===== config.mk =====
export PLATFORM = sky130hd
export DESIGN_NAME = utf8_stream_decoder
export DESIGN_NICKNAME = d
export VERILOG_FILES = /design/src/design/utf8d_pkg.sv /design/src/design/utf8d_front.sv /design/src/design/utf8d_queue.sv /design/src/design/utf8d_back.sv /design/src/design/utf8_stream_decoder.sv
export SDC_FILE = /design/constraint.sdc
export NUM_CORES = 1
export LEC_CHECK = 0
export BUFFER_PORTS_ARGS = -buffer_cell sky130_fd_sc_hd__buf_2
export CELL_PAD_IN_SITES_DETAIL_PLACEMENT = 0
export CELL_PAD_IN_SITES_GLOBAL_PLACEMENT = 1
export CORE_MARGIN = 2
export CORE_UTILIZATION = 48
export DETAILED_ROUTE_END_ITERATION = 16
export MAX_ROUTING_LAYER = met4
export PLACE_DENSITY_LB_ADDON = 0.1
export SLEW_MARGIN = 30
export SYNTH_ARGS = -nofsm -noshare
export SYNTH_HDL_FRONTEND = slang
export SYNTH_SLANG_ARGS = --single-unit

===== constraint.sdc =====
create_clock -name clk -period 9.5 [get_ports clk]
set_clock_uncertainty 0.2 [all_clocks]
set_input_delay 0.95 -clock clk [delete_from_list [all_inputs] [get_ports clk]]
set_output_delay 0.95 -clock clk [all_outputs]
set_load 0.1 [all_outputs]

===== src/design/utf8d_pkg.sv =====
// Shared types for the UTF-8 stream decoder.
// Holds the work descriptor passed from the front part to the back part.
// Depends on nothing.
package utf8d_pkg;

    // Most raw results one input byte can cause: three held bytes plus the new one.
    localparam int unsigned RAW_SLOTS = 4;

    // One unit of output work, produced by the front part and drained by the back part.
    // A sequence job yields one decoded code point; a raw job yields raw_count raw bytes.
    typedef struct packed {
        logic                      is_seq;
        logic [20:0]               cp;
        logic [2:0]                seq_len;
        logic [2:0]                raw_count;
        logic [RAW_SLOTS-1:0][7:0] raw;
    } udec_job_t;

endpackage


===== src/design/utf8d_front.sv =====
// Front part of the UTF-8 stream decoder: accepts bytes, tracks the open sequence
// and turns each byte into at most one output job. Depends on utf8d_pkg.
module utf8d_front (
    input  logic                clk,
    input  logic                rst_n,
    input  logic                accept,
    input  logic [7:0]          data_byte,
    output logic                job_push,
    output utf8d_pkg::udec_job_t job
);
    import utf8d_pkg::*;

    localparam logic [7:0] ASCII_MAX  = 8'h7F;
    localparam logic [7:0] TAIL_MIN   = 8'h80;
    localparam logic [7:0] TAIL_MAX   = 8'hBF;
    localparam logic [7:0] LEAD_MIN   = 8'hC2;
    localparam logic [7:0] LEAD2_MAX  = 8'hDF;
    localparam logic [7:0] LEAD3_MAX  = 8'hEF;
    localparam logic [7:0] LEAD_MAX   = 8'hF4;
    localparam logic [7:0] LEAD_E0    = 8'hE0;
    localparam logic [7:0] LEAD_ED    = 8'hED;
    localparam logic [7:0] LEAD_F0    = 8'hF0;
    localparam logic [7:0] E0_SEC_MIN = 8'hA0;
    localparam logic [7:0] ED_SEC_MAX = 8'h9F;
    localparam logic [7:0] F0_SEC_MIN = 8'h90;
    localparam logic [7:0] F4_SEC_MAX = 8'h8F;
    localparam logic [7:0] TAIL_BITS  = 8'h3F;

    logic [7:0] held_reg [3];
    logic [1:0] held_count_reg, held_count_next;
    logic [2:0] exp_len_reg, exp_len_next;

    logic       held_we;
    logic [1:0] held_idx;
    logic       lead_ok;
    logic [2:0] lead_len;
    logic       tail_ok;
    logic [7:0] lead_mask;
    logic       job_valid;

    // Classify the incoming byte as a lead and as a tail.
    always_comb
    begin
        lead_ok = (data_byte >= LEAD_MIN) && (data_byte <= LEAD_MAX);
        if (data_byte <= LEAD2_MAX)
        begin
            lead_len = 3'd2;
        end
        else if (data_byte <= LEAD3_MAX)
        begin
            lead_len = 3'd3;
        end
        else
        begin
            lead_len = 3'd4;
        end

        tail_ok = (data_byte >= TAIL_MIN) && (data_byte <= TAIL_MAX);
        if (held_count_reg == 2'd1)
        begin
            if (held_reg[0] == LEAD_E0 && data_byte < E0_SEC_MIN) tail_ok = 1'b0;
            if (held_reg[0] == LEAD_ED && data_byte > ED_SEC_MAX) tail_ok = 1'b0;
            if (held_reg[0] == LEAD_F0 && data_byte < F0_SEC_MIN) tail_ok = 1'b0;
            if (held_reg[0] == LEAD_MAX && data_byte > F4_SEC_MAX) tail_ok = 1'b0;
        end

        if (exp_len_reg == 3'd2)
        begin
            lead_mask = 8'h1F;
        end
        else if (exp_len_reg == 3'd3)
        begin
            lead_mask = 8'h0F;
        end
        else
        begin
            lead_mask = 8'h07;
        end
    end

    // Decide the next sequence state and the job this byte causes.
    always_comb
    begin
        held_count_next = held_count_reg;
        exp_len_next    = exp_len_reg;
        held_we         = 1'b0;
        held_idx        = held_count_reg;
        job_valid       = 1'b0;
        job             = '0;

        priority if (held_count_reg == 2'd0)
        begin
            if (lead_ok)
            begin
                held_we         = 1'b1;
                held_idx        = 2'd0;
                held_count_next = 2'd1;
                exp_len_next    = lead_len;
            end
            else
            begin
                job_valid     = 1'b1;
                job.raw_count = 3'd1;
                job.raw[0]    = data_byte;
            end
        end
        else if (tail_ok)
        begin
            if (({1'b0, held_count_reg} + 3'd1) == exp_len_reg)
            begin
                job_valid   = 1'b1;
                job.is_seq  = 1'b1;
                job.seq_len = exp_len_reg;
                unique case (exp_len_reg)
                    3'd2:
                    begin
                        job.cp = {10'd0, held_reg[0][4:0] & lead_mask[4:0],
                                  data_byte[5:0] & TAIL_BITS[5:0]};
                    end
                    3'd3:
                    begin
                        job.cp = {5'd0, held_reg[0][3:0] & lead_mask[3:0],
                                  held_reg[1][5:0] & TAIL_BITS[5:0],
                                  data_byte[5:0] & TAIL_BITS[5:0]};
                    end
                    default:
                    begin
                        job.cp = {held_reg[0][2:0] & lead_mask[2:0],
                                  held_reg[1][5:0] & TAIL_BITS[5:0],
                                  held_reg[2][5:0] & TAIL_BITS[5:0],
                                  data_byte[5:0] & TAIL_BITS[5:0]};
                    end
                endcase
                held_count_next = 2'd0;
                exp_len_next    = 3'd0;
            end
            else
            begin
                held_we         = 1'b1;
                held_count_next = held_count_reg + 2'd1;
            end
        end
        else
        begin
            // Broken sequence: held bytes go raw, plus this byte unless a lead.
            job_valid     = 1'b1;
            job.raw[0]    = held_reg[0];
            job.raw[1]    = (held_count_reg > 2'd1) ? held_reg[1] : data_byte;
            job.raw[2]    = (held_count_reg > 2'd2) ? held_reg[2] : data_byte;
            job.raw[3]    = data_byte;
            if (lead_ok)
            begin
                job.raw_count   = {1'b0, held_count_reg};
                held_we         = 1'b1;
                held_idx        = 2'd0;
                held_count_next = 2'd1;
                exp_len_next    = lead_len;
            end
            else
            begin
                job.raw_count   = {1'b0, held_count_reg} + 3'd1;
                held_count_next = 2'd0;
                exp_len_next    = 3'd0;
            end
        end
    end

    assign job_push = accept && job_valid;

    // Sequence state.
    always_ff @(posedge clk or negedge rst_n)
    begin
        if (!rst_n)
        begin
            held_count_reg <= 2'd0;
            exp_len_reg    <= 3'd0;
        end
        else if (accept)
        begin
            held_count_reg <= held_count_next;
            exp_len_reg    <= exp_len_next;
        end
    end

    // Held lead and tail bytes.
    always_ff @(posedge clk)
    begin
        if (accept && held_we)
        begin
            held_reg[held_idx] <= data_byte;
        end
    end

endmodule


===== src/design/utf8d_queue.sv =====
// Short job queue between the front and back parts of the UTF-8 stream decoder.
// Depends on utf8d_pkg.
module utf8d_queue #(
    parameter int unsigned DEPTH = 2
) (
    input  logic                 clk,
    input  logic                 rst_n,
    input  logic                 push,
    input  utf8d_pkg::udec_job_t push_job,
    output logic                 full,
    input  logic                 pop,
    output utf8d_pkg::udec_job_t head,
    output logic                 empty
);
    import utf8d_pkg::*;

    localparam int unsigned PTR_W = $clog2(DEPTH);
    localparam int unsigned CNT_W = $clog2(DEPTH + 1);
    localparam logic [PTR_W-1:0] LAST_PTR = PTR_W'(DEPTH - 1);

    udec_job_t        slot_reg [DEPTH];
    logic [PTR_W-1:0] wr_ptr_reg, rd_ptr_reg;
    logic [CNT_W-1:0] count_reg;
    logic             do_pop;

    assign full   = (count_reg == CNT_W'(DEPTH));
    assign empty  = (count_reg == '0);
    assign head   = slot_reg[rd_ptr_reg];
    assign do_pop = pop && !empty;

    // Pointers and fill count.
    always_ff @(posedge clk or negedge rst_n)
    begin
        if (!rst_n)
        begin
            wr_ptr_reg <= '0;
            rd_ptr_reg <= '0;
            count_reg  <= '0;
        end
        else
        begin
            if (push)
            begin
                wr_ptr_reg <= (wr_ptr_reg == LAST_PTR) ? '0 : wr_ptr_reg + 1'b1;
            end
            if (do_pop)
            begin
                rd_ptr_reg <= (rd_ptr_reg == LAST_PTR) ? '0 : rd_ptr_reg + 1'b1;
            end
            if (push && !do_pop)
            begin
                count_reg <= count_reg + 1'b1;
            end
            else if (do_pop && !push)
            begin
                count_reg <= count_reg - 1'b1;
            end
        end
    end

    // Job storage.
    always_ff @(posedge clk)
    begin
        if (push)
        begin
            slot_reg[wr_ptr_reg] <= push_job;
        end
    end

endmodule


===== src/design/utf8d_back.sv =====
// Back part of the UTF-8 stream decoder: drains jobs from the queue and emits one
// result per cycle into the output register while result_stall is low. Depends on utf8d_pkg.
module utf8d_back (
    input  logic                 clk,
    input  logic                 rst_n,
    input  utf8d_pkg::udec_job_t head,
    input  logic                 empty,
    output logic                 pop,
    output logic                 result_valid,
    input  logic                 result_stall,
    output logic [20:0]          char_code,
    output logic [2:0]           bytes_used,
    output logic                 last_of_run
);
    import utf8d_pkg::*;

    logic        valid_reg;
    logic [20:0] cp_reg;
    logic [2:0]  used_reg;
    logic        last_reg;
    logic [1:0]  idx_reg, idx_next;

    logic        load;
    logic        raw_last;
    logic [20:0] cp_next;
    logic [2:0]  used_next;
    logic        last_next;

    assign load     = !valid_reg || !result_stall;
    assign raw_last = (({1'b0, idx_reg} + 3'd1) == head.raw_count);

    // Select the next result from the job at the head of the queue.
    always_comb
    begin
        pop      = 1'b0;
        idx_next = idx_reg;
        if (head.is_seq)
        begin
            cp_next   = head.cp;
            used_next = head.seq_len;
            last_next = 1'b1;
        end
        else
        begin
            cp_next   = {13'd0, head.raw[idx_reg]};
            used_next = 3'd1;
            last_next = raw_last;
        end
        if (load && !empty)
        begin
            if (head.is_seq || raw_last)
            begin
                pop      = 1'b1;
                idx_next = 2'd0;
            end
            else
            begin
                idx_next = idx_reg + 2'd1;
            end
        end
    end

    // Output register and replay index.
    always_ff @(posedge clk or negedge rst_n)
    begin
        if (!rst_n)
        begin
            valid_reg <= 1'b0;
            idx_reg   <= 2'd0;
        end
        else
        begin
            idx_reg <= idx_next;
            if (load)
            begin
                valid_reg <= !empty;
            end
        end
    end

    // Result payload.
    always_ff @(posedge clk)
    begin
        if (load && !empty)
        begin
            cp_reg   <= cp_next;
            used_reg <= used_next;
            last_reg <= last_next;
        end
    end

    assign result_valid = valid_reg;
    assign char_code    = cp_reg;
    assign bytes_used   = used_reg;
    assign last_of_run  = last_reg;

endmodule


===== src/design/utf8_stream_decoder.sv =====
// UTF-8 stream decoder top level: front part, job queue and back part.
// Depends on utf8d_pkg, utf8d_front, utf8d_queue and utf8d_back.
//
// Decodes a UTF-8 byte stream one byte per request. The front part takes a byte in
// every cycle while the job queue (QUEUE_DEPTH entries) has room; the back part emits
// one result per cycle from the output register while result_stall is low. ASCII
// bytes and completed sequences yield one result each, so plain text flows at one
// byte per cycle without output stalls, through the job queue and output register.
// A broken sequence replays its held bytes raw and may add the breaking byte raw:
// that job yields up to four raw results, and input stalls once the queue fills
// behind it. An unfinished sequence stays held; there is no flush at the end of a stream.
module utf8_stream_decoder #(
    parameter int unsigned QUEUE_DEPTH = 2
) (
    input  logic        clk,
    input  logic        rst_n,
    input  logic        data_valid,
    output logic        data_stall,
    input  logic [7:0]  data_byte,
    output logic        result_valid,
    input  logic        result_stall,
    output logic [20:0] char_code,
    output logic [2:0]  bytes_used,
    output logic        last_of_run
);
    import utf8d_pkg::*;

    logic      accept;
    logic      job_push;
    udec_job_t job;
    udec_job_t head;
    logic      queue_full;
    logic      queue_empty;
    logic      pop;

    assign data_stall = queue_full;
    assign accept     = data_valid && !queue_full;

    utf8d_front u_front (
        .clk       (clk),
        .rst_n     (rst_n),
        .accept    (accept),
        .data_byte (data_byte),
        .job_push  (job_push),
        .job       (job)
    );

    utf8d_queue #(
        .DEPTH (QUEUE_DEPTH)
    ) u_queue (
        .clk      (clk),
        .rst_n    (rst_n),
        .push     (job_push),
        .push_job (job),
        .full     (queue_full),
        .pop      (pop),
        .head     (head),
        .empty    (queue_empty)
    );

    utf8d_back u_back (
        .clk          (clk),
        .rst_n        (rst_n),
        .head         (head),
        .empty        (queue_empty),
        .pop          (pop),
        .result_valid (result_valid),
        .result_stall (result_stall),
        .char_code    (char_code),
        .bytes_used   (bytes_used),
        .last_of_run  (last_of_run)
    );

endmodule


### Word-level counts from Yosys, hierarchy flattened

Memories as Yosys holds them, arrays and structs flattened.
Index checks and enable logic that the tools add are counted.

* $lt $le $gt $ge: 13
* bitwise operators: 3
* equal/unequal tests: 12
* mux-type cells: 57
* add/subtract/negate cells: 8
* reduce and logical (&&, ||, !) cells: 26

Operator list (number)
* $mux 25: 3
* $mux 8: 6
* $pmux 21 s2: 1
* $mux 35: 1
* $eq 8x8->1 const B: 4
* $le 8x8->1 const B: 4
* $mux 3: 9
* $mux 24: 1
* $mux 1: 23
* $mux 2: 10
* $bmux 8 s2: 1
* $ge 8x8->1 const B: 2
* $gt 8x8->1 const B: 2
* $lt 8x8->1 const B: 2
* $logic_and 1x1->1: 13
* $add 2x1->2 const B: 3
* $add 2x1->3 const B: 2
* $eq 3x2->1 const B: 2
* $eq 3x3->1: 2
* $logic_not 1->1: 6
* $and 5x5->5: 1
* $mux 5: 1
* $and 4x4->4: 1
* $logic_not 2->1: 2
* other kinds (15): 17

* bits in registers: 37
* output and inout bits: 27
* memories kept: 2
* bits of input ports: 12
* bits in writable memories: 144
* logic and storage cells: 132

Memory list
* u_queue.slot_reg: depth 2, width 60, rd ports 1, clocked after memory_dff 0, wr ports 1, RTL line utf8d_queue.sv:21 `udec_job_t slot_reg [DEPTH];`
* u_front.held_reg: depth 3, width 8, rd ports 3, clocked after memory_dff 0, wr ports 1, RTL line utf8d_front.sv:29 `logic [7:0] held_reg [3];`

### Longest topological paths before layout

An unclocked memory read counts as a cell.

* depth after elaboration: 15
* mapped depth: 10
* gate-level depth less buffers: 10

### By module

A second synthesis with hierarchy kept.

* cells, all modules: 490
* area total of the unflattened synthesis: 8170.3 um^2

By module, submodules not included
* utf8d_queue: cells an instance 203, area each 4819.6 um^2, sequential area each 3703.6 um^2, times used 1
* utf8d_front: cells an instance 206, area each 2008.2 um^2, sequential area each 845.8 um^2, times used 1
* utf8d_back: cells an instance 80, area each 1328.8 um^2, sequential area each 825.8 um^2, times used 1
* utf8_stream_decoder: cells an instance 1, area each 13.8 um^2, sequential area each 0.0 um^2, times used 1

### Worst setup path before layout

No wires, ideal clock.

* path kind: input to register
* from: input port data_byte[7]
* to: memory u_queue.slot_reg[0][0] in the netlist's numbering (enable)
* library setup time: 485 ps
* cell stages on the path: 6
* path slack: 4090 ps
* path buffers: 1
* required time: 8815 ps
* arrival: 4724 ps
* path through: buf_2 -> nand4_1 -> nor4b_2 -> o21ai_2 -> a221oi_2 -> nor2b_1

* longest elaborated chain between the ends: 12
* elaborated cells on any way between the ends: 25
* those cells by class: order compare: 8; mux: 10; reduce/logical: 7

Ends and longest elaborated chain
* start, declared: RTL line utf8_stream_decoder.sv:19 `input logic [7:0] data_byte,`
* $ge 8x8->1 (tied with other cells): RTL line utf8d_front.sv:58 `tail_ok = (data_byte >= TAIL_MIN) && (data_byte <= TAIL_MAX);`
* $logic_and 1x1->1, on equally long branches: RTL line utf8d_front.sv:58, utf8d_front.sv:61
* $mux 1: RTL line utf8d_front.sv:61 `if (held_reg[0] == LEAD_E0 && data_byte < E0_SEC_MIN) tail_ok = 1'b0;`
* $mux 1: RTL line utf8d_front.sv:62 `if (held_reg[0] == LEAD_ED && data_byte > ED_SEC_MAX) tail_ok = 1'b0;`
* $mux 1: RTL line utf8d_front.sv:63 `if (held_reg[0] == LEAD_F0 && data_byte < F0_SEC_MIN) tail_ok = 1'b0;`
* $mux 1: RTL line utf8d_front.sv:64 `if (held_reg[0] == LEAD_MAX && data_byte > F4_SEC_MAX) tail_ok = 1'b0;`
* $mux 1: RTL line utf8d_front.sv:59 `if (held_count_reg == 2'd1)`
* $mux 1: RTL line utf8d_front.sv:107 `else if (tail_ok)`
* $mux 1 (*): RTL line utf8d_front.sv:91 `priority if (held_count_reg == 2'd0)`
* $logic_and 1x1->1 (*): RTL line utf8d_front.sv:168 `assign job_push = accept && job_valid;`
* net job_push: RTL line utf8_stream_decoder.sv:29 `logic job_push;`
* $mux 1 (*): RTL line utf8d_queue.sv:64 `if (push)`
* $mux 1 (implied by the code) (*): RTL line utf8d_queue.sv:66 `slot_reg[wr_ptr_reg] <= push_job;`
* end, declared: RTL line utf8d_queue.sv:21

The timed path passes the listed nets; every way through them passes the cells marked *.

### Final worst setup path

* from: register u_front.held_count_reg[0]
* to: memory u_queue.slot_reg[0][8] in the netlist's numbering (enable)

* longest elaborated chain between the ends: 8
* elaborated cells on any way between the ends: 11
* those cells by class: add/sub: 1; eq/ne: 2; mux: 6; reduce/logical: 2

Ends and longest elaborated chain
* start, declared: RTL line utf8d_front.sv:30 `logic [1:0] held_count_reg, held_count_next;`
* start signal, assigned: RTL line utf8d_front.sv:180 `held_count_reg <= held_count_next;`
* $add 2x1->3: RTL line utf8d_front.sv:109 `if (({1'b0, held_count_reg} + 3'd1) == exp_len_reg)`
* $eq 3x3->1: RTL line utf8d_front.sv:109
* $mux 1: RTL line utf8d_front.sv:109
* $mux 1: RTL line utf8d_front.sv:107
* $mux 1 (*): RTL line utf8d_front.sv:91
* $logic_and 1x1->1 (*): RTL line utf8d_front.sv:168
* net job_push: RTL line utf8_stream_decoder.sv:29
* $mux 1 (*): RTL line utf8d_queue.sv:64
* $mux 1 (implied by the code) (*): RTL line utf8d_queue.sv:66

Marks and branches as above.

==> flow_summary_export.csv <==
group,metric,value,unit
synth,synth-edff-count,169,
drt,drt_pass1_iterations,6,
place,dp_cells,720,
sta,hold_viol,0,
drt,ant_nets,0,
synth,ys_types,47,
power,p_seq_frac,0.410,
sta,min_period,3394,ps
synth,synth_nets,504,
worst_setup_path,setup.worst_path.class,"flop to flop",
clock_tree,clock_path_buffers,2,
final_layout,drive_above_1_share,0.1978,
power,ir_drop,250.1,uV
clock_tree,post_cts_resized,0,
final_layout,final_common_cell,"edfxtp_1",
synth,synth-seq-cells,181,
floorplanning,row_count,46,
global_route,grt_use_total,0.1990,
power,switchingPower,1.216,mW
global_route,grt_antenna_before_repair,0,
worst_setup_path,r2r_start,"u_front.held_count_reg[0]",
worst_setup_path,ff2ff_setup_slack,6110,ps
worst_setup_path,r2r_cells,8,
final_layout,final_cell_mix,"169 x edfxtp_1, 47 x mux2i_1, 44 x nor2_1",
worst_setup_path,critPathLaunchType,"flop",
global_route,grt_max_degree,61,
worst_setup_path,r2r_end,"u_queue.slot_reg[0][8]",
sta,worst_pin_slew,872.4,ps
worst_setup_path,critPathMaxStageDelay,630,ps
final_layout,syn2layout_area_growth,12.98,%
drt,m1WireLength,7013,um
final_layout,fillers,1288,
synth,async_reset_ff_frac,0.06630,
clock_tree,clock-sinks,181,
worst_hold_path,hp-class,"primary input to asynchronous set/reset pin",
worst_setup_path,arrival,3240,ps
power,leakage,3.016,nW
drt,drcViolationCount,0,
worst_setup_path,cpMaxStageDelayCell,"buf_4",
place,post_dp_cell_area,0.008095,mm^2
drt,routed_wl,15090,um
floorplanning,fp.dieH,130.4,um
clock_tree,cts_setup_buffers,0,
worst_setup_path,path_buf_inv,2,
worst_setup_path,cpLargestDelayFamily,"buffers and inverters",
synth,synth_area,0.007666,mm^2
clock_tree,clk_pin_slew_worst_paths,70,ps
clock_tree,cts_root_buffer,"clkbuf_16",
drt,dr.max_layer_used,"met4",
worst_setup_path,cp_data_required_time,9350,ps
worst_setup_path,critical_path.cell_chain,"inv_1 -> ha_1 -> xnor2_1 -> nand3_1 -> and2_1 -> a221oi_2 -> nor2b_4 -> buf_4",
sta,fin_crit_sh,0.3573,
synth,synth_area_per_cell,15.81,um^2
place,gp_congestion,0.8250,
clock_tree,numCtsBuffers,17,
final_layout,final_nets,542,
sta,max_freq,294.6,MHz
job,max_cap_viol_count,0,
sta,fin_worst_hold_slack,185.0,ps
clock_tree,clk_latency,430,ps
synth,synth_cells,485,
floorplanning,initial_core_util,0.4861,
power,fin_total_pwr,3.067,mW
power,intPower,1.851,mW
drt,post_drt_via_cell_ratio,5.604,
status,status,"finished clean",
sta,setup_viol,0,
floorplanning,dieWidth,130.4,um
floorplanning,dieArea,0.01700,mm^2
global_route,grt_pass1_vias,4161,
clock_tree,htree_levels,4,
sta,rsz0062_at_grt,"no",
floorplanning,coreArea,0.01577,mm^2
power,p_clk_frac,0.218,
final_layout,largest_reg_flops,120,
worst_setup_path,crit_fanout,60,
sta,final.setup.worst_slack,6106,ps
place,io_buffers,38,
final_layout,multiInputGateArea,0.002168,mm^2
global_route,overflow,0,
final_layout,final_cells,752,
power,p_comb_frac,0.372,
final_layout,final_util,0.5492,
drt,route.met3.wl,662,um
final_layout,stdcell_area,0.008661,mm^2
place,pre_cts_slack,5746,ps
floorplanning,pin_count,39,
synth,yosysSeqAreaShare,0.7012,
place,detailed_place_hpwl,9753,um
final_layout,antenna-diode-count,0,
sta,finalMaxSlewViolations,0,
synth,ys_warn_count,0,
worst_setup_path,endpoint_kind,"flop",
sta,relSlewSlack,0.4184,
final_layout,seqCellArea,0.005378,mm^2
drt,wire_per_inst,20.06,um
power,powerDensity,354.1,mW/mm^2
sta,setup_tns,0,ps
drt,first_iter_violations,386,
power,swShare,0.3965,
drt,wl_met2,7131,um
drt,vias,4214,
global_route,grt_pass1_wl,23540,um
synth,synthFlopType,"edfxtp_1",
clock_tree,cts_hold_buf,0,
clock_tree,tritoncts,"yes",
[power by group through the flow]
stage | logic [mW] | registers (mW) | clock network, mW
after floorplan | 0.553 | 1.63 | 0
after global placement | 1.14 | 1.27 | 0
after detailed placement | 1.16 | 1.28 | 0
after CTS | 1.16 | 1.26 | 0.681
after global routing | 1.22 | 1.28 | 0.713
final | 1.14 | 1.26 | 0.670
[how the worst max path moves through the flow]
| stage | to | depth (start not counted) | start | slack (ps) |
|---|---|---|---|---|
| 2_1_floorplan | u_queue.slot_reg[0][0] | 6 | data_byte[7] | 4090 |
| 3_3_place_gp | u_front.held_reg[2][3] | 8 | data_byte[0] | 5590 |
| 3_5_place_dp | u_queue.slot_reg[0][40] | 7 | data_byte[5] | 5750 |
| 4_1_cts | u_queue.slot_reg[0][10] | 8 | u_front.held_count_reg[0] | 6080 |
| 5_1_grt | u_queue.slot_reg[0][8] | 8 | u_front.held_count_reg[0] | 5850 |
| 6_report | u_queue.slot_reg[0][8] | 8 | u_front.held_count_reg[0] | 6110 |
[kinds of logic (layout without fill, tap and decap cells)]
family                     Yosys count  count (layout)  synth area share
xor gates and xnor gates            11              11           0.01257
adders and majority gates            7               7           0.01142
and+or+nand+nor                    119             119           0.07834
buffers and inverters               35              86           0.02040
DFF                                181             181            0.7012
muxes                               65              65            0.1116
AOI/OAI and AO/OA                   67              67           0.06447
[Yosys cell counts (4+ instances only)]
| master | count | area, um^2 |
|---|---|---|
| a211oi_1 | 14 | 105.1 |
| a21o_1 | 4 | 30.03 |
| a21oi_1 | 15 | 75.07 |
| a22o_1 | 8 | 70.07 |
| and2_1 | 18 | 112.6 |
| and3_1 | 6 | 37.54 |
| buf_2 | 11 | 55.05 |
| clkbuf_1 | 10 | 37.54 |
| dfrtp_1 | 12 | 300.3 |
| edfxtp_1 | 169 | 5075 |
| ha_1 | 7 | 87.58 |
| inv_1 | 7 | 26.28 |
| mux2i_1 | 48 | 480.5 |
| mux4_2 | 16 | 360.4 |
| nand2_1 | 13 | 48.80 |
| nand2b_1 | 6 | 37.54 |
| nand3_1 | 8 | 40.04 |
| nand4_1 | 4 | 25.02 |
| nor2_1 | 45 | 168.9 |
| nor2b_1 | 12 | 75.07 |
| o21ai_0 | 4 | 20.02 |
| xnor2_1 | 6 | 52.55 |
| xor2_1 | 5 | 43.79 |
[final cells by class]
type	count	share of cell area
flip-flops and latches	181	0.6209
multi-input cells	269	0.2504
clock buffers	19	0.04999
well taps	216	0.03120
repair buffers	46	0.02889
clock inverters	13	0.01517
inverters	8	0.003467
[per-layer routing]
metal,track usage,vias up
li1,-,1931
met1,0.2744,2144
met2,0.2984,113
met3,0.03868,26
met4,0.07384,0
met5,-,-
Note: power is estimated with default switching activity, not from simulation.
